==> src/rtl/gbce_pkg.sv <==
// Shared constants and pixel decoding functions for the glyph bitmap clip expander.
package gbce_pkg;

  localparam int SCREEN_WIDTH  = 480;
  localparam int SCREEN_HEIGHT = 320;

  localparam logic [2:0] REG_CLIP_LEFT    = 3'd0;
  localparam logic [2:0] REG_CLIP_TOP     = 3'd1;
  localparam logic [2:0] REG_CLIP_RIGHT   = 3'd2;
  localparam logic [2:0] REG_CLIP_BOTTOM  = 3'd3;
  localparam logic [2:0] REG_GLYPH_HEIGHT = 3'd4;

  localparam logic [3:0] BPP_1 = 4'd1;
  localparam logic [3:0] BPP_2 = 4'd2;
  localparam logic [3:0] BPP_4 = 4'd4;
  localparam logic [3:0] BPP_8 = 4'd8;

  localparam logic [7:0] COV_FULL = 8'hFF;

  function automatic logic [3:0] gbce_per_byte(input logic [3:0] bpp);
    logic [3:0] n;
    unique case (bpp)
      BPP_1:   n = 4'd8;
      BPP_2:   n = 4'd4;
      BPP_4:   n = 4'd2;
      default: n = 4'd1;
    endcase
    return n;
  endfunction

  // Takes the leading pixel of a left-aligned byte and maps it to coverage.
  function automatic logic [7:0] gbce_coverage(input logic [7:0] bits, input logic [3:0] bpp);
    logic [7:0] cov;
    unique case (bpp)
      BPP_1: cov = bits[7] ? COV_FULL : 8'd0;
      BPP_2: begin
        unique case (bits[7:6])
          2'd0:    cov = 8'd0;
          2'd1:    cov = 8'd85;
          2'd2:    cov = 8'd170;
          default: cov = COV_FULL;
        endcase
      end
      BPP_4:   cov = {bits[7:4], bits[7:4]};
      default: cov = bits;
    endcase
    return cov;
  endfunction

  function automatic logic [7:0] gbce_shift(input logic [7:0] bits, input logic [3:0] bpp);
    logic [7:0] s;
    unique case (bpp)
      BPP_1:   s = {bits[6:0], 1'b0};
      BPP_2:   s = {bits[5:0], 2'b0};
      BPP_4:   s = {bits[3:0], 4'b0};
      default: s = 8'd0;
    endcase
    return s;
  endfunction

endpackage

==> src/rtl/glyph_bitmap_clip_expander.sv <==
// Top level of the glyph bitmap clip expander: glyph sequencer, clip test and result register.
// After a start transfer the block is ready again in the next cycle.
// A bitmap byte holds the input stalled while it passes the row, pixel and flush states, one
// pixel slot at a time through the shared clip test for the pixels it carries within the glyph
// width, plus any output stall. Each visible pixel waits in a pending register and moves to the
// result register when the next visible pixel comes or at flush; at most one result per cycle.
// Synchronous active-low reset restores the clip rectangle to the screen, the height to
// sixteen rows and leaves no glyph active; nothing needs clearing afterwards.
module glyph_bitmap_clip_expander
  import gbce_pkg::*;
(
  input  logic        clk,
  input  logic        rst_n,
  input  logic        in_valid,
  output logic        in_stall,
  input  logic        in_req_type,
  input  logic [15:0] in_origin_x,
  input  logic [15:0] in_origin_y,
  input  logic [7:0]  in_glyph_width,
  input  logic [3:0]  in_bits_per_pixel,
  input  logic [7:0]  in_bitmap_byte,
  output logic        out_valid,
  input  logic        out_stall,
  output logic [11:0] out_pixel_x,
  output logic [11:0] out_pixel_y,
  output logic [7:0]  out_coverage,
  output logic        out_last_in_run,
  input  logic        cfg_we,
  input  logic [2:0]  cfg_index,
  input  logic [15:0] cfg_data
);

  typedef enum logic [1:0] {S_IDLE, S_ROW, S_PIX, S_FLUSH} state_t;

  state_t      state_r;
  logic [15:0] clip_left_r, clip_top_r, clip_right_r, clip_bottom_r;
  logic [7:0]  glyph_height_r;
  logic [15:0] glyph_left_r, glyph_top_r;
  logic [7:0]  width_pixels_r;
  logic [3:0]  bit_depth_r;
  logic        glyph_active_r;
  logic [7:0]  row_index_r, column_index_r;
  logic [7:0]  shift_r;
  logic [3:0]  cnt_r;
  logic [11:0] y_r;
  logic        y_ok_r;
  logic        pend_v_r;
  logic [11:0] pend_x_r;
  logic [7:0]  pend_cov_r;
  logic        out_valid_r;
  logic [11:0] out_x_r, out_y_r;
  logic [7:0]  out_cov_r;
  logic        out_last_r;

  logic signed [16:0] cl, ct, cr, cb, x_w, y_w;
  logic [7:0]  cov_w;
  logic        vis_w, y_ok_w, out_free, pix_done, advance, out_load;

  assign cl  = {clip_left_r[15], clip_left_r};
  assign ct  = {clip_top_r[15], clip_top_r};
  assign cr  = {clip_right_r[15], clip_right_r};
  assign cb  = {clip_bottom_r[15], clip_bottom_r};
  assign x_w = {glyph_left_r[15], glyph_left_r} + {9'd0, column_index_r};
  assign y_w = {glyph_top_r[15], glyph_top_r} + {9'd0, row_index_r};

  assign y_ok_w = (y_w >= ct) && (y_w <= cb) && (y_w >= 17'sd0) &&
                  (y_w < $signed(17'(SCREEN_HEIGHT)));
  assign cov_w  = gbce_coverage(shift_r, bit_depth_r);
  assign vis_w  = (cov_w != 8'd0) && y_ok_r && (x_w >= cl) && (x_w <= cr) &&
                  (x_w >= 17'sd0) && (x_w < $signed(17'(SCREEN_WIDTH)));

  assign out_free = !out_valid_r || !out_stall;
  assign pix_done = (column_index_r >= width_pixels_r) || (cnt_r == 4'd0);
  assign advance  = !(vis_w && pend_v_r && !out_free);
  assign out_load = ((state_r == S_PIX) && !pix_done && advance && vis_w && pend_v_r) ||
                    ((state_r == S_FLUSH) && pend_v_r && out_free);

  assign in_stall        = (state_r != S_IDLE);
  assign out_valid       = out_valid_r;
  assign out_pixel_x     = out_x_r;
  assign out_pixel_y     = out_y_r;
  assign out_coverage    = out_cov_r;
  assign out_last_in_run = out_last_r;

  always_ff @(posedge clk) begin
    if (!rst_n) begin
      state_r        <= S_IDLE;
      clip_left_r    <= 16'd0;
      clip_top_r     <= 16'd0;
      clip_right_r   <= 16'd479;
      clip_bottom_r  <= 16'd319;
      glyph_height_r <= 8'd16;
      glyph_left_r   <= 16'd0;
      glyph_top_r    <= 16'd0;
      width_pixels_r <= 8'd0;
      bit_depth_r    <= 4'd0;
      glyph_active_r <= 1'b0;
      row_index_r    <= 8'd0;
      column_index_r <= 8'd0;
      pend_v_r       <= 1'b0;
      out_valid_r    <= 1'b0;
    end else begin
      if (cfg_we) begin
        unique case (cfg_index)
          REG_CLIP_LEFT:    clip_left_r    <= cfg_data;
          REG_CLIP_TOP:     clip_top_r     <= cfg_data;
          REG_CLIP_RIGHT:   clip_right_r   <= cfg_data;
          REG_CLIP_BOTTOM:  clip_bottom_r  <= cfg_data;
          REG_GLYPH_HEIGHT: glyph_height_r <= cfg_data[7:0];
          default: ;
        endcase
      end

      if (out_load) begin
        out_valid_r <= 1'b1;
      end else if (out_valid_r && !out_stall) begin
        out_valid_r <= 1'b0;
      end

      unique case (state_r)
        S_IDLE: begin
          if (in_valid) begin
            if (!in_req_type) begin
              glyph_left_r   <= in_origin_x;
              glyph_top_r    <= in_origin_y;
              width_pixels_r <= in_glyph_width;
              bit_depth_r    <= in_bits_per_pixel;
              glyph_active_r <= (in_bits_per_pixel == BPP_1) || (in_bits_per_pixel == BPP_2) ||
                                (in_bits_per_pixel == BPP_4) || (in_bits_per_pixel == BPP_8);
              row_index_r    <= 8'd0;
              column_index_r <= 8'd0;
            end else if (glyph_active_r && (width_pixels_r != 8'd0) &&
                         (row_index_r < glyph_height_r)) begin
              shift_r <= in_bitmap_byte;
              cnt_r   <= gbce_per_byte(bit_depth_r);
              state_r <= S_ROW;
            end
          end
        end
        S_ROW: begin
          y_r      <= y_w[11:0];
          y_ok_r   <= y_ok_w;
          pend_v_r <= 1'b0;
          state_r  <= S_PIX;
        end
        S_PIX: begin
          if (pix_done) begin
            state_r <= S_FLUSH;
          end else if (advance) begin
            column_index_r <= column_index_r + 8'd1;
            cnt_r          <= cnt_r - 4'd1;
            shift_r        <= gbce_shift(shift_r, bit_depth_r);
            if (vis_w) begin
              pend_v_r   <= 1'b1;
              pend_x_r   <= x_w[11:0];
              pend_cov_r <= cov_w;
              if (pend_v_r) begin
                out_x_r    <= pend_x_r;
                out_y_r    <= y_r;
                out_cov_r  <= pend_cov_r;
                out_last_r <= 1'b0;
              end
            end
          end
        end
        S_FLUSH: begin
          if (!pend_v_r || out_free) begin
            if (pend_v_r) begin
              out_x_r    <= pend_x_r;
              out_y_r    <= y_r;
              out_cov_r  <= pend_cov_r;
              out_last_r <= 1'b1;
            end
            pend_v_r <= 1'b0;
            if (column_index_r >= width_pixels_r) begin
              column_index_r <= 8'd0;
              row_index_r    <= row_index_r + 8'd1;
            end
            state_r <= S_IDLE;
          end
        end
        default: state_r <= S_IDLE;
      endcase
    end
  end

endmodule

==> config.mk <==
export PLATFORM = sky130hd
export DESIGN_NAME = glyph_bitmap_clip_expander
export DESIGN_NICKNAME = d
export VERILOG_FILES = /design/src/rtl/gbce_pkg.sv /design/src/rtl/glyph_bitmap_clip_expander.sv
export SDC_FILE = /design/constraint.sdc
export NUM_CORES = 1
export LEC_CHECK = 0
export BUFFER_PORTS_ARGS = -buffer_cell sky130_fd_sc_hd__buf_4
export CORE_MARGIN = 2
export CORE_UTILIZATION = 52
export CTS_CLUSTER_SIZE = 30
export DETAILED_ROUTE_END_ITERATION = 16
export PLACE_DENSITY = 0.72
export SYNTH_ARGS = -nofsm -noshare
export SYNTH_HDL_FRONTEND = slang
export SYNTH_SLANG_ARGS = --single-unit
==> constraint.sdc <==
create_clock -name clk -period 15.55 [get_ports clk]
set_input_delay 1.555 -clock clk [delete_from_list [all_inputs] [get_ports clk]]
set_output_delay 1.555 -clock clk [all_outputs]
set_load 0.005 [all_outputs]
### Word-level counts from Yosys, hierarchy flattened

Cells that the tools add are included.
Widths: inputs -> output; s select.

* flip-flop bits (word level): 215
* input bits: 77
* output and inout port bits: 35
* word-level logic and storage cells: 196

* $add $sub $neg: 5
* order comparisons: 10
* eq/ne operators: 28
* muxes and demuxes: 65
* bitwise logic cells: 3
* reductions and logical operators: 60

Operators by type and width (count)
* $mux 8: 19
* $mux 12: 10
* $pmux 8 s3: 4
* $pmux 12 s2: 2
* $pmux 8 s2: 3
* $add 16x9->17: 2
* $ge 17x1->1 const B: 2
* $ge 17x16->1: 2
* $le 17x16->1: 2
* $lt 17x10->1 const B: 2
* $mux 4: 5
* $ne 2x2->1 const B: 10
* $reduce_and 5->1: 4
* $logic_and 1x1->1: 19
* $add 8x1->8 const B: 2
* $reduce_bool 8->1: 2
* $reduce_and 7->1: 2
* $mux 1: 12
* $pmux 4 s3: 1
* $reduce_and 2->1: 6
* $mux 2: 5
* $reduce_bool 2->1: 5
* $eq 4x1->1 const B: 2
* $eq 4x2->1 const B: 2
* other kinds (25): 46

### Depth between registers and ports, before layout

Gate-level depths: netlist of the first run.

* word-level depth: 17
* gate-level depth with buffers: 18
* depth with buffers taken out: 18

### Worst setup path after synthesis of the first run

Ideal clock, no wire load.

* path kind: register to register
* start: reg column_index_r[0]
* end: reg out_cov_r[0] (netlist: out_coverage[0]), enable pin
* setup time: 461 ps
* arrival: 5838 ps
* data required time: 15089 ps
* slack: 9251 ps
* stages on the path, launching flop included: 17
* path buffers: 0
* clock period less this slack: 6299 ps
* cell sequence: dfxtp_1 ha_1 fa_1 a211oi_2 o211ai_1 nand4_1 nor2_1 xor2_1 ha_1 a21o_1 a2111oi_0 o221ai_1 a211o_1 nor3_1 nand2_1 a2bb2oi_1 nor3_1

* word-level cells in the longest chain between the ends: 10
* elaborated cells on any way between the ends: 17
* those cells by class: add/sub: 1; order compare: 5; eq/ne: 3; reduce/logical: 8

Ends and longest elaborated chain
* start: declaration: RTL line glyph_bitmap_clip_expander.sv:42 `logic [7:0] row_index_r, column_index_r;`
* start signal: assignment: RTL line glyph_bitmap_clip_expander.sv:150 `column_index_r <= column_index_r + 8'd1;`
* $add 16x9->17: RTL line glyph_bitmap_clip_expander.sv:63 `assign x_w = {glyph_left_r[15], glyph_left_r} + {9'd0, column_index_r};`
* $ge 17x16->1: RTL line glyph_bitmap_clip_expander.sv:69 `assign vis_w = (cov_w != 8'd0) && y_ok_r && (x_w >= cl) && (x_w <= cr) &&`
* $logic_and 1x1->1 (3 in a row): RTL line glyph_bitmap_clip_expander.sv:69
* $logic_and 1x1->1: RTL line glyph_bitmap_clip_expander.sv:70 `(x_w >= 17'sd0) && (x_w < $signed(17'(SCREEN_WIDTH)));`
* $logic_and 1x1->1 (2 in a row): RTL line glyph_bitmap_clip_expander.sv:74 `assign advance = !(vis_w && pend_v_r && !out_free);`
* $ne 2x2->1 (no source line)
* $reduce_and 6->1 (no source line) *
* end signal: assignment: RTL line glyph_bitmap_clip_expander.sv:160 `out_cov_r <= pend_cov_r;`
* end signal: assignment: RTL line glyph_bitmap_clip_expander.sv:171 `out_cov_r <= pend_cov_r;`
* end: declaration: RTL line glyph_bitmap_clip_expander.sv:52 `logic [7:0] out_cov_r;`

Mark *: on every way between the ends. The rest lies on a longest branch, timed or not.
A chain may end at the register's enable or synchronous reset.

### Final worst setup path of the first run

* start: reg column_index_r[0]
* end: reg out_x_r[10] (netlist: out_pixel_x[10]), enable pin

* word-level cells in the longest chain between the ends: 10
* elaborated cells on any way between the ends: 17
* those cells by class: add/sub: 1; order compare: 5; eq/ne: 3; reduce/logical: 8

Ends and longest elaborated chain
* $add 16x9->17: RTL line glyph_bitmap_clip_expander.sv:63
* $ge 17x16->1: RTL line glyph_bitmap_clip_expander.sv:69
* $logic_and 1x1->1 (3 in a row): RTL line glyph_bitmap_clip_expander.sv:69
* $logic_and 1x1->1: RTL line glyph_bitmap_clip_expander.sv:70
* $logic_and 1x1->1 (2 in a row): RTL line glyph_bitmap_clip_expander.sv:74
* $ne 2x2->1 (no source line)
* $reduce_and 6->1 (no source line) *
* end signal: assignment: RTL line glyph_bitmap_clip_expander.sv:158 `out_x_r <= pend_x_r;`
* end signal: assignment: RTL line glyph_bitmap_clip_expander.sv:169 `out_x_r <= pend_x_r;`
* end: declaration: RTL line glyph_bitmap_clip_expander.sv:51 `logic [11:0] out_x_r, out_y_r;`

Marks and branches as above.

==> load_flow_metrics.sql, run 1 <==
INSERT INTO impl_metrics (metric_group, metric, value, unit) VALUES
('cells_and_area', 'register_area', '0.00508', 'sq mm'),
('cells_and_area', 'final_layout_size_suffix_gt1_frac', '0.126', ''),
('grt', 'global_route.usage.met1', '0.311', ''),
('synth', 'ys_ff_latch', '215', ''),
('detailed_routing', 'drt_first_iter_violations', '535', ''),
('power', 'power.total', '1.37', 'mW'),
('critical_path', 'cp.arrival', '5540', 'ps'),
('cells_and_area', 'finalNonFillerCells', '1663', ''),
('floorplan', 'die_h', '152', 'um'),
('timing', 'maxSlewViolCount', '0', ''),
('timing', 'report.final.setup_viol', '0', ''),
('clock_tree', 'htree_levels', '1', ''),
('synth', 'yosysWarnings', '0', ''),
('grt', 'grt_start_max_net_pins', '75', ''),
('timing', 'hold_viol', '0', ''),
('grt', 'groute.usage.overall', '0.239', ''),
('clock_tree', 'post-cts-setup-buffer-count', '0', ''),
('timing', 'hold-worst-slack', '417', 'ps'),
('timing', 'final.period_utilization', '0.342', ''),
('cells_and_area', 'antenna_cells_inserted', '0', ''),
('grt', 'layer_carrying_the_most_global_route_usage', 'met2', ''),
('detailed_routing', 'vias', '9318', ''),
('cells_and_area', 'postLayoutCoreUtil', '0.605', ''),
('clock_tree', 'clkLatencyLatePin', '510', 'ps'),
('timing', 'setup_repair_after_global_routing_missed_its_margin', 'no', ''),
('synth', 'synth-edff-count', '78', ''),
('cells_and_area', 'layout_area_growth_over_synthesis', '15.5', '%'),
('synth', 'async_s_r_ff_share_synth', '0', ''),
('floorplan', 'initial_core_utilization', '0.524', ''),
('detailed_routing', 'drtAntennaViolNets', '0', ''),
('synth', 'syn-mean-instance-area', '8.88', 'sq um'),
('critical_path', 'timing.critical_path.fanout_max', '32', ''),
('grt', 'grt_overflow_total', '0', ''),
('floorplan', 'placeableCoreArea', '0.0216', 'sq mm'),
('timing', 'finClkSkew', '8.17', 'ps'),
('clock_tree', 'cts_max_path_buffers', '3', ''),
('synth', 'cell_type_with_the_largest_total_area_after_synthesis', 'dfxtp_1', ''),
('clock_tree', 'cts-buffers-inserted', '23', ''),
('synth', 'share_of_the_synthesized_area_in_the_top_cell_type', '0.242', ''),
('run', 'cap_violations', '0', ''),
('cells_and_area', 'layout.filler_cells', '1915', ''),
('synth', 'synth-main-ff-cell', 'dfxtp_1', ''),
('critical_path', 'critical-path-max-stage-delay', '590', 'ps'),
('critical_path', 'critical_path.cell_chain', 'ha_1 > fa_1 > a211oi_2 > o211ai_1 > nand4_1 > nor2_1 > xor2_1 > ha_1 > a21o_1 > a2111oi_0 > o221ai_1 > a211o_1 > or4_1 > nand2_1 > a2bb2oi_1 > nor3_2 > buf_4', ''),
('clock_tree', 'clockRootBuffer', 'clkbuf_16', ''),
('cells_and_area', 'fin_area', '0.0131', 'sq mm'),
('floorplan', 'design.die.area', '0.0230', 'sq mm'),
('detailed_routing', 'drt-total-wl', '27500', 'um'),
('grt', 'first_pass_grt_wire_length', '43800', 'um'),
('critical_path', 'critical-path-top-cell-by-count', 'ha_1', ''),
('placement', 'port_buffers', '111', ''),
('clock_tree', 'holdBufCountCts', '0', ''),
('grt', 'grt_antenna_before_repair', '0', ''),
('timing', 'finalCriticalPeriod', '5330', 'ps'),
('clock_tree', 'clk_pin_slew', '60', 'ps'),
('power', 'vdd.ir_drop.worst', '0.0000756', 'V'),
('timing', 'relSlewSlack', '0.193', ''),
('timing', 'finalWorstSetupSlack', '10220', 'ps'),
('synth', 'count_of_distinct_cell_types_in_the_synthesized_netlist', '68', ''),
('critical_path', 'setup.worst_path.end_class', 'flop', ''),
('run_status', 'status', 'finished, final reports clean', ''),
('synth', 'syn_area', '0.0113', 'sq mm'),
('detailed_routing', 'vias_per_cell', '5.60', ''),
('power', 'leakage', '5.34', 'nW'),
('placement', 'pre_cts_ws', '10330', 'ps'),
('floorplan', 'fp.dieW', '152', 'um'),
('synth', 'ys_seq_area_frac', '0.448', ''),
('detailed_routing', 'avgRoutedWirePerCell', '16.5', 'um'),
('cells_and_area', 'multi_input_gate_area_in_the_final_layout', '0.00567', 'sq mm'),
('timing', 'timing.setup.tns', '0', 'ps'),
('placement', 'placedCellCount', '1621', '');
final timing paths:
path / from / to / slack (ps) / cells after the start
worst max-delay path: column_index_r[0]$_SDFFE_PN0P_ / out_pixel_x[10]$_DFFE_PP_ / 10220 / 17
worst min-delay path: y_r[5]$_DFFE_PP_ / out_pixel_y[5]$_DFFE_PP_ / 420 / 0
worst max register to register: column_index_r[0]$_SDFFE_PN0P_ / out_pixel_x[10]$_DFFE_PP_ / 10220 / 17
worst min register to register: y_r[5]$_DFFE_PP_ / out_pixel_y[5]$_DFFE_PP_ / 420 / 0
layer usage:
metal / share of wire / wire [um] / vias to the layer above
met1: 0.44 / 12000 / 4400
li1: - / - / 4637
met5: 0 / 0 / -
met4: 0.029 / 785 / 0
met2: 0.48 / 13200 / 224
met3: 0.051 / 1390 / 57
cells in the mapped netlist (7+ instances only):
cell	n
inv_1	100
nor2_1	57
nand2_1	264
nor4_1	7
and3_1	11
edfxtp_1	78
nand3_1	27
a211oi_1	12
o21ai_0	31
nand4_1	20
a21oi_1	146
ha_1	106
a21o_1	26
o211ai_1	24
xnor2_1	22
dfxtp_1	137
clkbuf_1	51
nor3_1	23
nor2b_1	10
xor2_1	16
and2_1	8
critical path: cells and delay by family, from the launching register on:
kind	cells	cell delay [ps]
adders and majority gates	3	870
DFF	1	440
buffers and inverters	1	290
and+or+nand+nor	5	1380
xor gates and xnor gates	1	220
AOI/OAI and AO/OA	7	1790
logic make-up after synthesis:
group,after synthesis,synth area share
adder cells (fa/ha/maj),108,0.121
flip-flops,215,0.448
AO/OA/AOI/OAI,291,0.159
multiplexers,8,0.00728
AND/OR/NAND/NOR,462,0.183
XOR/XNOR,38,0.0294
buffers and inverters,155,0.0520
flip-flops by register name, indices dropped and copies added, names as in the netlist, 12 cells and up:
register	flops
clip_right_r	16
clip_left_r	16
pend_x_r	12
glyph_top_r	16
out_pixel_y	12
out_pixel_x	12
clip_top_r	16
clip_bottom_r	16
glyph_left_r	16
y_r	12
placed cells by master, fill, tap and decap left out, types with 8 or more instances in the layout:
cell,count
and3_1,11
and2_1,8
nor3_1,21
buf_4,118
inv_1,100
xnor2_1,22
a211oi_1,12
nor2_1,57
nand4_1,20
nand3_1,27
clkbuf_16,23
nand2_1,264
xor2_1,16
dfxtp_1,137
a21o_1,26
o211ai_1,24
edfxtp_1,78
nor2b_1,10
o21ai_0,31
a21oi_1,146
ha_1,106
layout make-up:
class | count | share of cell area
multi-input combinational | 907 | 0.433
sequential | 215 | 0.388
timing repair buffer | 118 | 0.0677
clock buffer | 34 | 0.0495
inverter | 101 | 0.0291
tap | 280 | 0.0268
clock inverter | 8 | 0.00516
power breakdown:
group          total (mW)  internal [mW]  switching, mW  leakage, nW
Sequential          0.629          0.609         0.0201         1.82
Clock               0.524          0.305          0.219        0.357
Combinational       0.214         0.0857          0.128         3.16
Total                1.37           1.00          0.368         5.34
(Power assumes the default switching activity.)
==> run 2, diff against run 1 <==
--- a/config.mk
+++ b/config.mk
@@ -10,7 +10,7 @@
 export CORE_UTILIZATION = 52
 export CTS_CLUSTER_SIZE = 30
 export DETAILED_ROUTE_END_ITERATION = 16
-export PLACE_DENSITY = 0.72
+export PLACE_DENSITY = 0.74
 export SYNTH_ARGS = -nofsm -noshare
 export SYNTH_HDL_FRONTEND = slang
 export SYNTH_SLANG_ARGS = --single-unit
==> constraint.sdc (replaced) <==
create_clock -name clk -period 4.5 [get_ports clk]
set_input_delay 0.45 -clock clk [delete_from_list [all_inputs] [get_ports clk]]
set_output_delay 0.45 -clock clk [all_outputs]
set_load 0.005 [all_outputs]
==> load_flow_metrics.sql, run 2 (synthesis gave the netlist of run 1 again) <==
INSERT INTO impl_metrics (metric_group, metric, value, unit) VALUES
('run_status', 'status', 'complete, but fails checks', ''),
('run_status', 'violations_in_the_final_reports', 'setup timing', ''),
('timing', 'finClkSkew', '17.8', 'ps'),
('floorplan', 'fp.dieW', '152', 'um'),
('critical_path', 'cp.arrival', '4840', 'ps'),
('grt', 'grt_start_max_net_pins', '85', ''),
('grt', 'grt_overflow_total', '0', ''),
('timing', 'final.period_utilization', '1.02', ''),
('timing', 'finalWorstSetupSlack', '-82.2', 'ps'),
('clock_tree', 'htree_levels', '1', ''),
('floorplan', 'std_cell_rows', '54', ''),
('clock_tree', 'clk_pin_slew', '60', 'ps'),
('placement', 'pre_cts_ws', '-219', 'ps'),
('power', 'leakage', '5.59', 'nW'),
('detailed_routing', 'vias_per_cell', '5.57', ''),
('detailed_routing', 'vias', '9522', ''),
('clock_tree', 'cts_sinks', '215', ''),
('cells_and_area', 'antenna_cells_inserted', '0', ''),
('timing', 'report.final.setup_viol', '33', ''),
('detailed_routing', 'drt_pass1_iterations', '5', ''),
('clock_tree', 'cts_tree', 'yes', ''),
('timing', 'highest_attainable_clock_frequency', '218', 'MHz'),
('detailed_routing', 'drt_drc_violations_left', '0', ''),
('power', 'vdd.ir_drop.worst', '0.000232', 'V'),
('run', 'cap_violations', '0', ''),
('floorplan', 'die_h', '152', 'um'),
('placement', 'gp_routability_congestion', '0.896', ''),
('timing', 'tightest_slew', '1260', 'ps'),
('power', 'pwr_density_cell', '350', 'mW/mm^2'),
('detailed_routing', 'drt-total-wl', '27800', 'um'),
('detailed_routing', 'drtAntennaViolNets', '0', ''),
('placement', 'detailedPlacementHpwl', '20700', 'um'),
('critical_path', 'critical_path_class', 'reg2reg', ''),
('placement', 'port_buffers', '111', ''),
('grt', 'first_pass_grt_wire_length', '43900', 'um'),
('critical_path', 'startpoint_kind_of_the_worst_setup_timing_path', 'flop', ''),
('grt', 'first_global_vias', '8971', ''),
('cells_and_area', 'layout_area_growth_over_synthesis', '20.9', '%'),
('cells_and_area', 'num-nets-final', '1597', ''),
('critical_path', 'setup.worst_path.end_class', 'flop', ''),
('timing', 'maxSlewViolCount', '0', ''),
('clock_tree', 'cts_max_path_buffers', '3', ''),
('detailed_routing', 'avgRoutedWirePerCell', '16.3', 'um'),
('cells_and_area', 'mostFrequentLayoutCells', '262 x nand2_1, 157 x buf_4, 145 x a21oi_1', ''),
('clock_tree', 'clockRootBuffer', 'clkbuf_16', ''),
('cells_and_area', 'final_layout_size_suffix_gt1_frac', '0.170', ''),
('floorplan', 'placeableCoreArea', '0.0216', 'sq mm'),
('timing', 'hold-worst-slack', '174', 'ps'),
('clock_tree', 'cts-buffers-inserted', '23', ''),
('floorplan', 'initial_core_utilization', '0.524', ''),
('clock_tree', 'holdBufCountCts', '0', ''),
('hold_path', 'class_of_the_tightest_hold_or_removal_check', 'in2reg', ''),
('timing', 'finalCriticalPeriod', '4580', 'ps'),
('grt', 'grt_antenna_before_repair', '0', ''),
('cells_and_area', 'layout.cells.most_common', 'nand2_1', ''),
('critical_path', 'timing.critical_path.fanout_max', '20', ''),
('detailed_routing', 'drt_first_iter_violations', '575', ''),
('floorplan', 'design.portCount', '112', ''),
('critical_path', 'worstPathRequired', '4760', 'ps'),
('grt', 'groute.usage.overall', '0.239', ''),
('clock_tree', 'clkLatencyLatePin', '520', 'ps'),
('cells_and_area', 'layout.filler_cells', '1821', ''),
('timing', 'relSlewSlack', '0.160', ''),
('timing', 'setup_repair_after_global_routing_missed_its_margin', 'yes', ''),
('floorplan', 'design.die.area', '0.0230', 'sq mm'),
('timing', 'hold_viol', '0', ''),
('power', 'power.total', '4.80', 'mW');
[run 2: area by class of cell]
type,count,area (sq um),area share
inverters,101,379,0.0277
clock buffers,36,644,0.0470
multi-input cells,907,5880,0.429
clock inverters,6,57.6,0.00420
well taps,280,350,0.0256
flip-flops and latches,215,5090,0.371
repair buffers,164,1300,0.0949
[run 2: power breakdown]
| part | internal, mW | total (mW) | switching (mW) |
|---|---|---|---|
| registers | 2.10 | 2.17 | 0.0661 |
| logic | 0.355 | 0.837 | 0.482 |
| clock network | 1.04 | 1.79 | 0.751 |
| total | 3.50 | 4.80 | 1.30 |
[run 2: layer usage]
metal  track usage  routed length, um
met1         0.313              12300
met2         0.418              13600
met3        0.0320               1400
met4        0.0583                524
met5             0                  0
[run 2: per-stage QoR]
step           instance area (sq um)  instances  TNS (ps)  utilization
2_1_floorplan                  11500       1277     -4570            -
5_1_grt                        13700       1709     -9920        0.634
6_report                       13700       1709     -2060        0.634
4_1_cts                        13600       1706         0        0.629
3_3_place_gp                   12900       1663     -3480        0.595
3_5_place_dp                   12900       1663     -9100        0.595
[run 2: critical path, stage by stage (launching register included)]
cell	delay (ps)
dfxtp_2	330
ha_4	170
fa_2	360
a211oi_2	230
o211ai_1	200
nand4_1	180
nor2_1	80
xor2_1	160
ha_1	330
nand3_2	100
or3_4	410
nor3_2	190
a31oi_1	130
a211o_1	320
or4_4	480
nand2_4	100
buf_6	120
a2bb2oi_4	170
nor3_4	80
buf_12	180
[run 2: final timing paths]
kind	start	endpoint	slack [ps]	cells after the start
setup / recovery	glyph_left_r[0]$_SDFFE_PN0P_	out_pixel_x[11]$_DFFE_PP_	-80	19
hold / removal	in_origin_y[4]	glyph_top_r[4]$_SDFFE_PN0P_	170	3
setup reg to reg	glyph_left_r[0]$_SDFFE_PN0P_	out_pixel_x[11]$_DFFE_PP_	-80	19
hold reg to reg	pend_x_r[10]$_DFFE_PP_	out_pixel_x[10]$_DFFE_PP_	420	0
[run 2: what timing repair did]
action / in CTS / in global routing
setup buffers: 1 / 3
pin swaps: 2 / 5
resized for setup: 10 / 12
endpoints found under the setup margin: 45 / 70
